**config.mk**
```make
export PLATFORM = sky130hd
export DESIGN_NAME = lcd_nibble_command_sequencer
export DESIGN_NICKNAME = d
export VERILOG_FILES = /design/src/hw/rtl/lncs_pkg.sv /design/src/hw/rtl/lncs_front.sv /design/src/hw/rtl/lncs_queue.sv /design/src/hw/rtl/lncs_back.sv /design/src/hw/rtl/lcd_nibble_command_sequencer.sv
export SDC_FILE = /design/constraint.sdc
export NUM_CORES = 1
export LEC_CHECK = 0
export BUFFER_PORTS_ARGS = -buffer_cell sky130_fd_sc_hd__buf_4
export CELL_PAD_IN_SITES_DETAIL_PLACEMENT = 0
export CELL_PAD_IN_SITES_GLOBAL_PLACEMENT = 1
export CORE_MARGIN = 2
export CORE_UTILIZATION = 40
export DETAILED_ROUTE_END_ITERATION = 6
export PLACE_DENSITY = 0.74
export SLEW_MARGIN = 25
export SYNTH_ARGS = -nofsm -noshare
export SYNTH_HDL_FRONTEND = slang
export SYNTH_SLANG_ARGS = --single-unit
```
**constraint.sdc**
```tcl
create_clock -name clk -period 5.27 [get_ports clk]
set_input_delay 0.2635 -clock clk [delete_from_list [all_inputs] [get_ports clk]]
set_output_delay 0.2635 -clock clk [all_outputs]
set_load 0.05 [all_outputs]
```
**src/hw/rtl/lncs_pkg.sv**
```systemverilog
// lncs_pkg: shared types and constants for the lcd nibble command sequencer
// request, result, configuration and queue entry types; no dependencies
package lncs_pkg;

	typedef struct packed {
		logic [2:0]  operation;
		logic [7:0]  byte_value;
		logic [5:0]  column;
		logic [2:0]  row;
		logic [2:0]  glyph_slot;
		logic [63:0] glyph_pattern;
	} req_t;

	typedef struct packed {
		logic        register_select;
		logic        strobe_res;
		logic [3:0]  nibble;
		logic [19:0] wait_after_us;
		logic        last;
	} res_t;

	typedef struct packed {
		logic [6:0]  line3_base;
		logic [6:0]  line4_base;
		logic [15:0] command_wait_us;
		logic [15:0] data_wait_us;
		logic [15:0] clear_wait_us;
		logic [15:0] home_wait_us;
		logic [19:0] bootup_wait_us;
		logic [15:0] reset_wait_us;
	} cfg_t;

	localparam int CFG_DATA_W  = 20;
	localparam int CFG_INDEX_W = 3;

	localparam logic [CFG_INDEX_W-1:0] REG_LINE3_BASE   = 3'd0;
	localparam logic [CFG_INDEX_W-1:0] REG_LINE4_BASE   = 3'd1;
	localparam logic [CFG_INDEX_W-1:0] REG_COMMAND_WAIT = 3'd2;
	localparam logic [CFG_INDEX_W-1:0] REG_DATA_WAIT    = 3'd3;
	localparam logic [CFG_INDEX_W-1:0] REG_CLEAR_WAIT   = 3'd4;
	localparam logic [CFG_INDEX_W-1:0] REG_HOME_WAIT    = 3'd5;
	localparam logic [CFG_INDEX_W-1:0] REG_BOOTUP_WAIT  = 3'd6;
	localparam logic [CFG_INDEX_W-1:0] REG_RESET_WAIT   = 3'd7;

	localparam cfg_t CFG_RESET = '{
		line3_base:      7'd16,
		line4_base:      7'd80,
		command_wait_us: 16'd42,
		data_wait_us:    16'd46,
		clear_wait_us:   16'd2000,
		home_wait_us:    16'd2000,
		bootup_wait_us:  20'd15000,
		reset_wait_us:   16'd5000
	};

	localparam logic [2:0] OP_DATA       = 3'd0;
	localparam logic [2:0] OP_COMMAND    = 3'd1;
	localparam logic [2:0] OP_SET_CURSOR = 3'd2;
	localparam logic [2:0] OP_CLEAR      = 3'd3;
	localparam logic [2:0] OP_HOME       = 3'd4;
	localparam logic [2:0] OP_INIT       = 3'd5;
	localparam logic [2:0] OP_GLYPH      = 3'd6;

	localparam logic [7:0] CMD_CLEAR        = 8'h01;
	localparam logic [7:0] CMD_HOME         = 8'h02;
	localparam logic [7:0] CMD_FUNCTION_SET = 8'h28;
	localparam logic [7:0] CMD_DISPLAY_ON   = 8'h0C;
	localparam logic [7:0] CMD_ENTRY_MODE   = 8'h06;
	localparam logic [6:0] LINE1_BASE       = 7'h00;
	localparam logic [6:0] LINE2_BASE       = 7'h40;
	localparam logic [3:0] NIB_SOFT_RESET   = 4'h3;
	localparam logic [3:0] NIB_FOUR_BIT     = 4'h2;

	typedef enum logic [2:0] {
		KIND_DATA,
		KIND_CMD,
		KIND_CLEAR,
		KIND_HOME,
		KIND_INIT,
		KIND_GLYPH
	} kind_t;

	typedef logic [4:0] step_t;

	localparam step_t LAST_STEP_BYTE  = 5'd1;
	localparam step_t LAST_STEP_INIT  = 5'd12;
	localparam step_t LAST_STEP_GLYPH = 5'd17;

	typedef struct packed {
		kind_t       kind;
		logic [7:0]  cmd_byte;
		logic [63:0] glyph_pattern;
	} entry_t;

	typedef struct packed {
		logic empty;
		logic full;
	} q_status_t;

endpackage

```
**src/hw/rtl/lncs_front.sv**
```systemverilog
// lncs_front: classifies a request into a queue entry
// depends on lncs_pkg; computes cursor and glyph command bytes
module lncs_front import lncs_pkg::*; (
	input  req_t       request,
	input  logic [6:0] line3_base,
	input  logic [6:0] line4_base,
	output entry_t     entry,
	output logic       keep
);

	logic [6:0] base_c;
	logic [6:0] addr_c;

	always_comb begin
		case (request.row)
			3'd0:    base_c = LINE1_BASE;
			3'd1:    base_c = LINE2_BASE;
			3'd2:    base_c = line3_base;
			default: base_c = line4_base;
		endcase
	end

	assign addr_c = base_c + {1'b0, request.column};

	always_comb begin
		entry.glyph_pattern = request.glyph_pattern;
		entry.cmd_byte      = request.byte_value;
		entry.kind          = KIND_CMD;
		keep                = 1'b1;
		case (request.operation)
			OP_DATA: begin
				entry.kind = KIND_DATA;
			end
			OP_COMMAND: begin
				entry.kind = KIND_CMD;
			end
			OP_SET_CURSOR: begin
				entry.kind     = KIND_CMD;
				entry.cmd_byte = {1'b1, addr_c};
				keep           = ~request.row[2];
			end
			OP_CLEAR: begin
				entry.kind = KIND_CLEAR;
			end
			OP_HOME: begin
				entry.kind = KIND_HOME;
			end
			OP_INIT: begin
				entry.kind = KIND_INIT;
			end
			OP_GLYPH: begin
				entry.kind     = KIND_GLYPH;
				entry.cmd_byte = {2'b01, request.glyph_slot, 3'b000};
			end
			default: begin
				keep = 1'b0;
			end
		endcase
	end

endmodule

```
**src/hw/rtl/lncs_queue.sv**
```systemverilog
// lncs_queue: short fifo of classified entries between front and back
// depends on lncs_pkg for entry and status types
module lncs_queue import lncs_pkg::*; #(
	parameter int DEPTH = 2
) (
	input  logic      clk,
	input  logic      arst_n,
	input  logic      push,
	input  entry_t    push_entry,
	input  logic      pop,
	output entry_t    head,
	output q_status_t status
);

	localparam int PW = (DEPTH > 1) ? $clog2(DEPTH) : 1;
	localparam int CW = $clog2(DEPTH + 1);

	entry_t        mem_q [DEPTH];
	logic [PW-1:0] wr_ptr_q;
	logic [PW-1:0] rd_ptr_q;
	logic [CW-1:0] count_q;

	function automatic logic [PW-1:0] next_ptr(input logic [PW-1:0] p);
		logic [PW-1:0] n;
		if (p == PW'(DEPTH - 1)) begin
			n = '0;
		end else begin
			n = p + PW'(1);
		end
		return n;
	endfunction

	always_ff @(posedge clk) begin
		if (push) begin
			mem_q[wr_ptr_q] <= push_entry;
		end
	end

	always_ff @(posedge clk or negedge arst_n) begin
		if (!arst_n) begin
			wr_ptr_q <= '0;
			rd_ptr_q <= '0;
			count_q  <= '0;
		end else begin
			if (push) begin
				wr_ptr_q <= next_ptr(wr_ptr_q);
			end
			if (pop) begin
				rd_ptr_q <= next_ptr(rd_ptr_q);
			end
			if (push && !pop) begin
				count_q <= count_q + CW'(1);
			end else if (pop && !push) begin
				count_q <= count_q - CW'(1);
			end
		end
	end

	assign head         = mem_q[rd_ptr_q];
	assign status.empty = (count_q == '0);
	assign status.full  = (count_q == CW'(DEPTH));

endmodule

```
**src/hw/rtl/lncs_back.sv**
```systemverilog
// lncs_back: steps through the transfers of the head entry, one per cycle
// depends on lncs_pkg; reads wait registers from the configuration block
module lncs_back import lncs_pkg::*; (
	input  logic      clk,
	input  logic      arst_n,
	input  cfg_t      cfg,
	input  entry_t    head,
	input  q_status_t status,
	output logic      pop,
	output logic      result_valid,
	output res_t      result
);

	step_t       step_q;
	logic        result_valid_q;
	res_t        result_q;

	step_t       last_step_c;
	logic [7:0]  byte_c;
	logic        rs_c;
	logic        lo_c;
	logic        data_c;
	logic [15:0] extra_c;
	logic        raw_c;
	logic        raw_strobe_c;
	logic [3:0]  raw_nib_c;
	logic [19:0] raw_wait_c;
	logic [19:0] byte_wait_c;
	step_t       gstep_c;
	logic [2:0]  grow_c;
	res_t        xfer_c;
	logic        active_c;
	logic        final_c;

	assign gstep_c = step_q - 5'd2;
	assign grow_c  = gstep_c[3:1];

	always_comb begin
		last_step_c  = LAST_STEP_BYTE;
		byte_c       = head.cmd_byte;
		rs_c         = 1'b0;
		lo_c         = step_q[0];
		data_c       = 1'b0;
		extra_c      = '0;
		raw_c        = 1'b0;
		raw_strobe_c = 1'b1;
		raw_nib_c    = '0;
		raw_wait_c   = {4'b0, cfg.reset_wait_us};
		case (head.kind)
			KIND_DATA: begin
				rs_c   = 1'b1;
				data_c = 1'b1;
			end
			KIND_CLEAR: begin
				byte_c  = CMD_CLEAR;
				extra_c = cfg.clear_wait_us;
			end
			KIND_HOME: begin
				byte_c  = CMD_HOME;
				extra_c = cfg.home_wait_us;
			end
			KIND_INIT: begin
				last_step_c = LAST_STEP_INIT;
				lo_c        = ~step_q[0];
				case (step_q)
					5'd0: begin
						raw_c        = 1'b1;
						raw_strobe_c = 1'b0;
						raw_wait_c   = cfg.bootup_wait_us;
					end
					5'd1, 5'd2, 5'd3: begin
						raw_c     = 1'b1;
						raw_nib_c = NIB_SOFT_RESET;
					end
					5'd4: begin
						raw_c     = 1'b1;
						raw_nib_c = NIB_FOUR_BIT;
					end
					5'd5, 5'd6: byte_c = CMD_FUNCTION_SET;
					5'd7, 5'd8: byte_c = CMD_DISPLAY_ON;
					5'd9, 5'd10: byte_c = CMD_ENTRY_MODE;
					default: begin
						byte_c  = CMD_CLEAR;
						extra_c = cfg.clear_wait_us;
					end
				endcase
			end
			KIND_GLYPH: begin
				last_step_c = LAST_STEP_GLYPH;
				if (step_q > 5'd1) begin
					rs_c   = 1'b1;
					data_c = 1'b1;
					byte_c = head.glyph_pattern[grow_c*8 +: 8];
				end
			end
			default: begin
			end
		endcase
	end

	assign byte_wait_c = data_c ? {4'b0, cfg.data_wait_us}
		: ({4'b0, cfg.command_wait_us} + {4'b0, extra_c});

	always_comb begin
		xfer_c.register_select = rs_c;
		xfer_c.strobe_res      = raw_c ? raw_strobe_c : 1'b1;
		xfer_c.nibble          = raw_c ? raw_nib_c : (lo_c ? byte_c[3:0] : byte_c[7:4]);
		xfer_c.wait_after_us   = raw_c ? raw_wait_c : (lo_c ? byte_wait_c : '0);
		xfer_c.last            = (step_q == last_step_c);
	end

	assign active_c = ~status.empty;
	assign final_c  = active_c && (step_q == last_step_c);
	assign pop      = final_c;

	always_ff @(posedge clk or negedge arst_n) begin
		if (!arst_n) begin
			step_q         <= '0;
			result_valid_q <= 1'b0;
		end else begin
			result_valid_q <= active_c;
			if (final_c) begin
				step_q <= '0;
			end else if (active_c) begin
				step_q <= step_q + 5'd1;
			end
		end
	end

	always_ff @(posedge clk) begin
		if (active_c) begin
			result_q <= xfer_c;
		end
	end

	assign result_valid = result_valid_q;
	assign result       = result_q;

endmodule

```
**src/hw/rtl/lcd_nibble_command_sequencer.sv**
```systemverilog
// lcd_nibble_command_sequencer: top level, configuration registers and wiring
// depends on lncs_pkg, lncs_front, lncs_queue and lncs_back
//
//   channel   signals                            transaction when
//   request   start, busy, request               start && !busy
//   result    result_valid, result               result_valid (one cycle)
//   config    cfg_we, cfg_index, cfg_data        cfg_we
//
// one transfer per cycle: a request steps through its byte, init or define glyph transfers
// in the back sequencer, whose step counter sets the rate
// results are registered and appear in the cycle after the step that builds them
// busy is high only while the entry queue is full
// asynchronous active-low reset restores the register defaults and empties the queue
// the receiver cannot stall; transfers of one request come in consecutive cycles
module lcd_nibble_command_sequencer import lncs_pkg::*; #(
	parameter int QUEUE_DEPTH = 2
) (
	input  logic                   clk,
	input  logic                   arst_n,
	input  logic                   start,
	output logic                   busy,
	input  req_t                   request,
	output logic                   result_valid,
	output res_t                   result,
	input  logic                   cfg_we,
	input  logic [CFG_INDEX_W-1:0] cfg_index,
	input  logic [CFG_DATA_W-1:0]  cfg_data
);

	cfg_t      cfg_q;
	entry_t    entry;
	logic      keep;
	logic      push;
	logic      pop;
	entry_t    head;
	q_status_t qstat;

	always_ff @(posedge clk or negedge arst_n) begin
		if (!arst_n) begin
			cfg_q <= CFG_RESET;
		end else if (cfg_we) begin
			case (cfg_index)
				REG_LINE3_BASE:   cfg_q.line3_base      <= cfg_data[6:0];
				REG_LINE4_BASE:   cfg_q.line4_base      <= cfg_data[6:0];
				REG_COMMAND_WAIT: cfg_q.command_wait_us <= cfg_data[15:0];
				REG_DATA_WAIT:    cfg_q.data_wait_us    <= cfg_data[15:0];
				REG_CLEAR_WAIT:   cfg_q.clear_wait_us   <= cfg_data[15:0];
				REG_HOME_WAIT:    cfg_q.home_wait_us    <= cfg_data[15:0];
				REG_BOOTUP_WAIT:  cfg_q.bootup_wait_us  <= cfg_data[19:0];
				REG_RESET_WAIT:   cfg_q.reset_wait_us   <= cfg_data[15:0];
				default: begin
				end
			endcase
		end
	end

	lncs_front u_front (
		.request    (request),
		.line3_base (cfg_q.line3_base),
		.line4_base (cfg_q.line4_base),
		.entry      (entry),
		.keep       (keep)
	);

	assign busy = qstat.full;
	assign push = start && !busy && keep;

	lncs_queue #(
		.DEPTH (QUEUE_DEPTH)
	) u_queue (
		.clk        (clk),
		.arst_n     (arst_n),
		.push       (push),
		.push_entry (entry),
		.pop        (pop),
		.head       (head),
		.status     (qstat)
	);

	lncs_back u_back (
		.clk          (clk),
		.arst_n       (arst_n),
		.cfg          (cfg_q),
		.head         (head),
		.status       (qstat),
		.pop          (pop),
		.result_valid (result_valid),
		.result       (result)
	);

	// wait-only transfers drive the command register with a zero nibble
	a_wait_only_quiet: assert property (@(posedge clk) disable iff (!arst_n)
		result_valid && !result.strobe_res |-> result.nibble == 4'h0 && !result.register_select)
		else $error("wait-only transfer drives data lines");

	// a request's transfers are never interrupted
	a_no_gap: assert property (@(posedge clk) disable iff (!arst_n)
		result_valid && !result.last |=> result_valid)
		else $error("gap inside a request's transfers");

	// a full queue stays full until the back sequencer pops an entry
	a_no_overflow: assert property (@(posedge clk) disable iff (!arst_n)
		qstat.full && !pop |=> qstat.full)
		else $error("queue left full state without a pop");

endmodule
```
# Word level (Yosys, flattened, before mapping)
# Memory sizes are Yosys's and may differ from the RTL's.
# Cells that the tools add are included.
[word_totals]
n_memories = 1
ram_bits = 150
regBits = 151
[op_classes]
n_lt_le_gt_ge = 1
addsub = 8
shift = 1
n_eq_ne = 32
n_mux = 33
n_reduce_logical = 31
bitwise_logic = 3
[memory_table]
columns = ["name", "depth", "width", "rd", "rd_ports_with_merged_regs", "write_ports", "line_no", "source"]
rows = [
  ["u_queue.mem_q", 2, 75, 1, 0, 1, "lncs_queue.sv:18", "entry_t mem_q [DEPTH];"],
]
[op_table]
columns = ["cell", "n"]
rows = [
  ["20-bit two-way mux", 5],
  ["8-bit case mux with 4 select lines", 2],
  ["64-bit by 7-bit variable part select with 8-bit output", 1],
  ["16-bit case mux with 3 select lines", 1],
  ["3-bit == test, second input constant", 9],
  ["3-bit by 2-bit == test with 1-bit output, second input constant", 7],
  ["7-bit case mux with 3 select lines", 1],
  ["5-bit by 3-bit == test with 1-bit output, second input constant", 4],
  ["2-bit AND reduction", 9],
  ["16-bit by 16-bit adder with 17-bit output", 1],
  ["16-bit two-way mux", 1],
  ["8-bit case mux with 2 select lines", 1],
  ["5-bit by 4-bit == test with 1-bit output, second input constant", 3],
  ["3-bit case mux with 5 select lines", 1],
  ["3-bit logical NOT", 4],
  ["4-bit two-way mux", 3],
  ["11-bit OR reduction", 1],
  ["5-bit by 2-bit == test with 1-bit output, second input constant", 2],
  ["5-bit two-way mux", 2],
  ["5-bit case mux with 2 select lines", 1],
  ["3-bit by 1-bit == test with 1-bit output, second input constant", 3],
  ["1-bit two-way mux", 9],
  ["8-bit two-way mux", 1],
  ["7-bit by 6-bit adder with 7-bit output", 1],
  ["other kinds (23)", 36],
]

# Logic depth before layout (Yosys ltp)
# Gate-level depths: netlist of the first run.
[logic_depth]
ltp_word = 8
depth_mapped = 18

# Cells and area by module
# A second synthesis of the first run with hierarchy kept.
[unflattened]
cells_unflattened = 1001
hier_area_um2 = 14830.5
[modules_own_cells]
columns = ["module", "area_each_um2", "instances", "seq_area_each_um2", "cells_each"]
rows = [
  ["lncs_queue", 5753.0, 1, 4604.4, 249],
  ["lcd_nibble_command_sequencer", 4505.6, 1, 2895.3, 252],
  ["lncs_back", 3458.3, 1, 960.9, 343],
  ["lncs_front", 1113.6, 1, 0.0, 157],
]

# Least setup slack after synthesis of the first run
# OpenSTA, ideal clock, no wires.
[synth_path]
path_type = "input port to flip-flop"
startpoint = "input request[86] (netlist bit)"
endpoint = "memory u_queue.mem_q[0][0] (netlist bit) (enable)"
arrival_ns = 4.280
setup_time_ns = 0.518
stages = 6
path_buffers = 1
setup_slack_ns = 0.472
required_time_ns = 4.752
cell_sequence = "clkbuf_1 nor2_1 nand2_1 nand2_1 a21oi_1 nor2b_1"
[synth_via]
elab_chain_cells = 6
elab_cells_between_ends = 12
classes_between = "eq/ne: 6; mux: 3; reduce/logical: 3"
[synth_lines]
columns = ["item", "line_no", "source"]
rows = [
  ["from (decl)", "lcd_nibble_command_sequencer.sv:22", "input req_t request,"],
  ["3-bit by 1-bit == test with 1-bit output (tied with other cells)", "lncs_front.sv:30", "case (request.operation)"],
  ["6-bit OR reduction (no source line)", "-", ""],
  ["1-bit case mux with 2 select lines *", "lncs_front.sv:30", ""],
  ["1-bit logical AND *", "lcd_nibble_command_sequencer.sv:66", "assign push = start && !busy && keep;"],
  ["net push", "lcd_nibble_command_sequencer.sv:33", "logic push;"],
  ["1-bit two-way mux *", "lncs_queue.sv:34", "if (push) begin"],
  ["1-bit two-way mux (implied by the code) *", "lncs_queue.sv:35", "mem_q[wr_ptr_q] <= push_entry;"],
  ["to (decl)", "lncs_queue.sv:18", ""],
]
# The timed path passes the listed nets; every way through them passes the cells marked *.

==> results.sh, run 1 <==
export IMPL_clkTransAtPathRegs_ps=60
export IMPL_rows=68
export IMPL_arrival_ps=4740
export IMPL_gr_usage_all_layers_pct=18.0
export IMPL_async_flop_share_pct=41.2
export IMPL_ctsResizeCount=0
export IMPL_r2r_start="u_back.step_q[1]$_DFFE_PN0P_"
export IMPL_via_per_inst=5.35
export IMPL_synth_top_family_by_area="multiplexers"
export IMPL_grt_pass1_wl_um=50600
export IMPL_yosys_area_share_simple_pct=6.47
export IMPL_drv_slew=0
export IMPL_crit_type="register to register"
export IMPL_synth_fa_ha_area_share_pct=2.89
export IMPL_worst_ep_required_time_ps=5530
export IMPL_rr_endpoint="u_back.result[17]$_DFFE_PP_"
export IMPL_drc=0
export IMPL_cts_made_buffers=34
export IMPL_finalSetupViolCount=0
export IMPL_ys_ff_latch=301
export IMPL_drive_gt1_share_pct=35.3
export IMPL_chipHeight_um=191
export IMPL_p_leak_uw=0.00668
export IMPL_setup_tns_ps=0
export IMPL_ioPinCount=143
export IMPL_synth_most_common_cell="edfxtp_1"
export IMPL_synth_area_leaders="edfxtp_1 (38%), dfrtp_1 (16%), mux2_2 (9.9%), dfstp_2 (6.4%), mux4_2 (5.2%)"
export IMPL_min_path_type="input port to register"
export IMPL_fin_crit_sh_pct=84.9
export IMPL_postSynthAreaPerCell_um2=14.8
export IMPL_pwr_density_cell_mw_per_mm2=534
export IMPL_ir_drop_uv=246
export IMPL_initial_core_util_pct=40.5
export IMPL_clk_path_buf_depth=3
export IMPL_synth_seq_area_share_pct=60.7
export IMPL_post_cts_buffers=0
export IMPL_r2r_cells=15
export IMPL_r2r_setup_slack_ps=800
export IMPL_seqPwrFrac_pct=37.9
export IMPL_fin_crit_ps=4470
export IMPL_synth_common_cells="edfxtp_1 (177), mux2_2 (122), dfrtp_1 (90)"
export IMPL_fin_skew_ps=15.0
export IMPL_synth_area_mm2=0.0139
export IMPL_finalHoldViolations=0
export IMPL_synth_xor_xnor_area_share_pct=1.45
export IMPL_die_w_um=191
export IMPL_fin_nets=1309
export IMPL_ant_nets=0
export IMPL_overflow=0
export IMPL_synth_edff_count=177
export IMPL_yosysWarnings=0
export IMPL_setup_worst_path_end="u_back.result[17]$_DFFE_PP_"
export IMPL_drt_iter0_markers=481
export IMPL_syn_to_final_growth_pct=24.0
export IMPL_fmax_mhz=224
export IMPL_worstSetupStartpointType="register"
export IMPL_status="finished clean"
export IMPL_routedWlPerCell_um=19.7
export IMPL_dieArea_mm2=0.0364
export IMPL_rsz0062_at_grt="no"
export IMPL_port_buffers=142
export IMPL_clock_latency_ps=510
export IMPL_first_pass_iters=5
export IMPL_synth_top_cell_by_area="edfxtp_1"
export IMPL_diodes=0
export IMPL_h_tree_depth=2
export IMPL_core_area_mm2=0.0345
export IMPL_yosys_cell_types_count=81
export IMPL_tritoncts="built"
export IMPL_drt_total_wl_um=32300
export IMPL_path_max_fanout=29
export IMPL_synth_compound_area_share_pct=9.34
export IMPL_netlist_instances=942
export IMPL_cts_root_buf="clkbuf_16"
export IMPL_vias=8789
export IMPL_grt_max_degree=77
export IMPL_combPwrFrac_pct=38.3
export IMPL_worst_slew_pin_slew_ps=1070
export IMPL_power_share_clock_pct=23.8
export IMPL_syn_nets=1087
export IMPL_switching_power_uw=3230
export IMPL_max_cap_viol_count=0
export IMPL_hpwl_um=21400
export IMPL_intPower_uw=6000
export IMPL_antenna_found_initial=0
export IMPL_cts_sinks=301
export IMPL_slew_headroom_pct=28.9
export IMPL_grt_pass1_vias=8937
export IMPL_endpoint_kind="register"
export IMPL_swShare_pct=35.0
export IMPL_synth_area_mux_share_pct=17.0
export IMPL_final_util_pct=50.2
export IMPL_gp_congestion=0.870
export IMPL_crit_path_start="u_back.step_q[1]$_DFFE_PN0P_"
export IMPL_synth_flop_cell="edfxtp_1"
export IMPL_synthDominantCellAreaShare_pct=38.1
cells in the final DEF, fill, tap and decap left out, drive strengths merged, types with 19 or more instances in the layout:
cell           n
buf          160
a21oi         31
dfstp         34
nor3          19
edfxtp       177
mux2         123
o21ai         43
a22o          30
dlygate4sd3   69
clkbuf        45
inv           19
nor2          43
ha            29
nand2         38
mux4          36
dfrtp         90
sequential cells by signal (all words and copies together), names as in the netlist:
| signal | count |
|---|---|
| u_back.result_valid | 1 |
| u_back.result | 27 |
| u_back.step_q | 5 |
| cfg_q | 114 |
| u_queue.rd_ptr_q | 1 |
| u_queue.mem_q | 150 |
| u_queue.count_q | 2 |
| u_queue.wr_ptr_q | 1 |
worst min path at each step:
stage / start / to / slack [ps] / depth (start not counted)
finish: cfg_data[9] / cfg_q[77]$_DFFE_PN0P_ / 30 / 2
global route: cfg_data[8] / cfg_q[24]$_DFFE_PN0P_ / 20 / 2
CTS: cfg_data[9] / cfg_q[93]$_DFFE_PN0P_ / 10 / 2
detailed placement: request[61] / u_queue.mem_q[1][61]$_DFFE_PP_ / 450 / 1
global placement: request[19] / u_queue.mem_q[0][19]$_DFFE_PP_ / 450 / 1
floorplan: arst_n / cfg_q[0]$_DFFE_PN0P_ / -30 / 0
layer usage:
metal	routed length [um]	track usage (%)
met5	0	0
met2	15100	28.4
met1	15300	26.4
met4	447	4.11
met3	1460	2.76
power groups by stage:
stage | clock [uW] | sequential, uW | combinational (uW)
after floorplan | 0 | 3790 | 2260
after CTS | 2250 | 3500 | 3560
after global placement | 0 | 3530 | 3500
final | 2190 | 3500 | 3540
after global routing | 2350 | 3560 | 3860
after detailed placement | 0 | 3540 | 3500
through the flow:
| stage | worst slack [ps] | hold slack [ps] | cells | power, uW | cell area [um2] |
|---|---|---|---|---|---|
| 2_1_floorplan | 472 | -32.1 | 942 | 6050 | 13900 |
| 3_3_place_gp | 909 | 448 | 1511 | 7030 | 15500 |
| 3_5_place_dp | 862 | 452 | 1511 | 7050 | 15500 |
| 4_1_cts | 834 | 14.6 | 1640 | 9310 | 17200 |
| 5_1_grt | 463 | 21.4 | 1643 | 9770 | 17300 |
| 6_report | 798 | 34.4 | 1643 | 9230 | 17300 |
critical path, cell delays in order (launching register included):
cell and delay [ps]:
dfrtp_1 340, buf_4 390, ha_1 360, nor4_1 90, o32ai_2 370, o32ai_2 170
buf_4 250, a22o_1 250, ha_1 220, fa_1 440, a211oi_1 320, nor3_1 140
o21ai_0 340, o2bb2ai_1 210, o21ai_0 120, a22o_1 200
repair_timing:
| item | CTS | global route |
|---|---|---|
| hold buffers | 69 | 0 |
| endpoints found under the hold margin | 187 | 0 |
| endpoints found under the setup margin | 0 | 0 |
area by class of cell:
cell class	count	area [um2]
Clock inverter	15	76.3
Clock buffer	45	966
Sequential cell	301	8460
Tap cell	455	569
Timing Repair Buffer	229	1920
Fill cell	2941	17200
Inverter	19	71.3
Multi-Input combinational cell	579	5220
cells by family (layout without fill, tap and decap cells):
family	Yosys count	count (layout)
buf+inv	62	308
mux	174	174
simple gates	170	170
compound gates	181	181
fa+ha+maj	31	31
xor+xnor	23	23
flops	301	301
Note: power is estimated with default switching activity, not from simulation.
==> inputs of run 2 (changes only) <==
Settings changed: ABC_AREA set to 1, PLACE_DENSITY 0.74 to 0.81.
Clock period 5.27 ns to 4 ns, I/O delays scaled along.
==> run 2 against run 1 <==
Against the previous run:
- utilization is 0.29 points higher
- sequential power is 29% higher
- clock-buffer cell count down 3
- highest routed layer unchanged
- combinational power grew 38%
- clock power grew 47%
- non-clock buffer count rose by 3
- critical endpoint is now u_back.result[11]$_DFFE_PP_
==> results.sh, run 2 <==
export IMPL_status="finished clean"
export IMPL_drt_total_wl_um=36900
export IMPL_crit_top_cell="nand2_1"
export IMPL_grt_max_degree=67
export IMPL_cts_made_buffers=34
export IMPL_final_common_cell="nand2_1"
export IMPL_gp_congestion=0.874
export IMPL_die_w_um=191
export IMPL_final_util_pct=50.4
export IMPL_syn_nets=1595
export IMPL_p_leak_uw=0.00765
export IMPL_rr_endpoint="u_back.result[11]$_DFFE_PP_"
export IMPL_slew_headroom_pct=33.7
export IMPL_max_cap_viol_count=0
export IMPL_crit_path_top_delay_cell="dfrtp_1"
export IMPL_h_tree_depth=2
export IMPL_min_path_type="input port to register"
export IMPL_clock_latency_ps=520
export IMPL_crit_type="register to register"
export IMPL_cp_top_family="simple AND/OR/NAND/NOR gates"
export IMPL_worst_slew_pin_slew_ps=992
export IMPL_holdPathEnd="cfg_q[13]$_DFFE_PN0P_"
export IMPL_drt_iter0_markers=779
export IMPL_antenna_found_initial=0
export IMPL_synth_edff_count=177
export IMPL_async_flop_share_pct=41.2
export IMPL_fillerInstances=3196
export IMPL_swShare_pct=39.0
export IMPL_ioPinCount=143
export IMPL_via_per_inst=5.08
export IMPL_ir_drop_uv=367
export IMPL_dp_cells=2010
export IMPL_drv_slew=0
export IMPL_intPower_uw=7680
export IMPL_first_pass_iters=5
export IMPL_finalSetupViolCount=0
export IMPL_ctsResizeCount=0
export IMPL_rsz0062_at_grt="no"
export IMPL_ant_nets=0
export IMPL_synthDominantCellAreaShare_pct=37.9
export IMPL_synth_most_common_cell="nand2_1"
export IMPL_dieArea_mm2=0.0365
export IMPL_synth_common_cells="nand2_1 (387), edfxtp_1 (177), nand3_1 (141)"
export IMPL_r2r_cells=19
export IMPL_seq_area_mm2=0.00846
export IMPL_min_from="cfg_data[13]"
export IMPL_core_area_mm2=0.0345
export IMPL_switching_power_uw=4920
export IMPL_yosys_cell_types_count=42
export IMPL_seqPwrFrac_pct=35.8
export IMPL_ys_ff_latch=301
export IMPL_synth_area_leaders="edfxtp_1 (38%), dfrtp_1 (16%), nand2_1 (10%), dfstp_2 (6.4%), nand3_1 (5.0%)"
export IMPL_synth_top_cell_by_area="edfxtp_1"
export IMPL_grt_pass1_vias=10489
export IMPL_instances_no_fill=2141
export IMPL_finalPower_uw=12600
export IMPL_postSynthAreaPerCell_um2=9.67
export IMPL_combPwrFrac_pct=38.6
export IMPL_fin_crit_sh_pct=90.8
export IMPL_cpPeakStageDelay_ps=540
export IMPL_rows=68
export IMPL_r2r_start="u_back.step_q[0]$_DFFE_PN0P_"
export IMPL_multi_input_area_mm2=0.00485
export IMPL_path_cells="inv_2 -> ha_1 -> inv_1 -> nand2_1 -> nand3_1 -> inv_1 -> nor2_1 -> nand3_1 -> nand2_2 -> buf_4 -> a22o_1 -> ha_1 -> a21oi_1 -> o21ai_0 -> nand3b_1 -> a21oi_1 -> o21ai_1 -> nand2_1 -> nand2_1"
export IMPL_hpwl_um=24500
export IMPL_path_max_fanout=14
export IMPL_syn_to_final_growth_pct=24.3
export IMPL_gr_usage_all_layers_pct=20.3
export IMPL_overflow=0
export IMPL_synth_flop_cell="edfxtp_1"
export IMPL_worstSetupStartpointType="register"
export IMPL_synth_area_mm2=0.0140
export IMPL_cts_root_buf="clkbuf_16"
export IMPL_fin_skew_ps=24.0
export IMPL_chipHeight_um=191
export IMPL_drive_gt1_share_pct=17.3
export IMPL_yosysWarnings=0
export IMPL_netlist_instances=1450
export IMPL_vias=10869
export IMPL_regMostFlops="u_queue.mem_q"
export IMPL_port_buffers=142
export IMPL_holdPathStages=3
export IMPL_r2r_setup_slack_ps=370
export IMPL_diodes=0
export IMPL_endpoint_kind="register"
export IMPL_routedWlPerCell_um=17.2
export IMPL_finalHoldViolations=0
export IMPL_layout_common_cells="nand2_1 (384), edfxtp_1 (177), buf_4 (160)"
export IMPL_fin_crit_ps=3630
export IMPL_synth_seq_area_share_pct=60.4
export IMPL_post_cts_buffers=0
export IMPL_tritoncts="built"
export IMPL_setup_tns_ps=0
export IMPL_fmax_mhz=275
export IMPL_pwr_density_cell_mw_per_mm2=723
export IMPL_arrival_ps=3880
export IMPL_path_buf_inv=4
export IMPL_worst_ep_required_time_ps=4250
export IMPL_cts_sinks=301
export IMPL_initial_core_util_pct=40.6
export IMPL_power_share_clock_pct=25.5
export IMPL_fin_nets=1805
export IMPL_grt_pass1_wl_um=57900
export IMPL_clkTransAtPathRegs_ps=60
export IMPL_clk_path_buf_depth=3
export IMPL_drc=0
export IMPL_largest_reg_flops=150
==> run 2: repair_timing <==
action | in CTS | in global routing
setup endpoints to repair | 0 | 0
hold buffers | 69 | 0
endpoints found under the hold margin | 179 | 0
==> run 2: cells by family after synthesis <==
| family | count (synthesis) | synth area share, % |
|---|---|---|
| compound gates | 251 | 9.99 |
| xor+xnor | 13 | 0.812 |
| buf+inv | 171 | 5.20 |
| mux | 2 | 0.143 |
| simple gates | 681 | 20.6 |
| fa+ha+maj | 31 | 2.87 |
| flops | 301 | 60.4 |
==> run 2: worst reg2reg max path: stages (launching register included) <==
cell and delay [ps]:
dfrtp_1 540, inv_2 160, ha_1 240, inv_1 50, nand2_1 90, nand3_1 150
inv_1 50, nor2_1 190, nand3_1 150, nand2_2 110, buf_4 220, a22o_1 160
ha_1 300, a21oi_1 250, o21ai_0 140, nand3b_1 210, a21oi_1 140, o21ai_1 90
nand2_1 80, nand2_1 60
==> run 2: power by group through the flow <==
stage	clock, uW	combinational [uW]	sequential [uW]
after floorplan	0	2990	4910
after global placement	0	4770	4550
after detailed placement	0	4820	4570
after CTS	3280	4890	4520
after global routing	3390	5430	4580
final	3210	4870	4520
==> run 2: how the worst max path moves through the flow <==
stage	start	end	slack, ps	cells after the start
global placement	u_back.step_q[0]$_DFFE_PN0P_	u_back.result[11]$_DFFE_PP_	480	19
finish	u_back.step_q[0]$_DFFE_PN0P_	u_back.result[11]$_DFFE_PP_	370	19
floorplan	u_back.step_q[1]$_DFFE_PN0P_	u_back.result[13]$_DFFE_PP_	350	25
detailed placement	u_back.step_q[0]$_DFFE_PN0P_	u_back.result[11]$_DFFE_PP_	470	19
global route	u_back.step_q[0]$_DFFE_PN0P_	u_back.result[11]$_DFFE_PP_	80	19
CTS	u_back.step_q[0]$_DFFE_PN0P_	u_back.result[11]$_DFFE_PP_	430	19
==> run 2: layer usage <==
| layer | vias up | part of all wire (%) | global-route usage (%) |
|---|---|---|---|
| met5 | - | 0 | 0 |
| li1 | 5342 | - | - |
| met3 | 52 | 5.7 | 2.35 |
| met4 | 0 | 1.9 | 5.33 |
| met1 | 5142 | 48 | 30.5 |
| met2 | 333 | 44 | 31.3 |
==> run 2: area by class of cell <==
cell class / instances / share of cell area (%)
Sequential cell: 301 / 48.6
Multi-Input combinational cell: 978 / 27.9
Timing Repair Buffer: 232 / 11.2
Clock buffer: 42 / 5.23
Tap cell: 455 / 3.27
Inverter: 113 / 2.49
Clock inverter: 20 / 1.39
==> run 2: per-stage QoR <==
step / hold slack [ps] / setup slack (ps) / cell area [um2]
detailed placement: 377 / 473 / 15600
CTS: 32.9 / 434 / 17400
finish: 43.3 / 369 / 17400
floorplan: -95.6 / 354 / 14000
global placement: 369 / 484 / 15600
global route: 60.1 / 78.7 / 17400
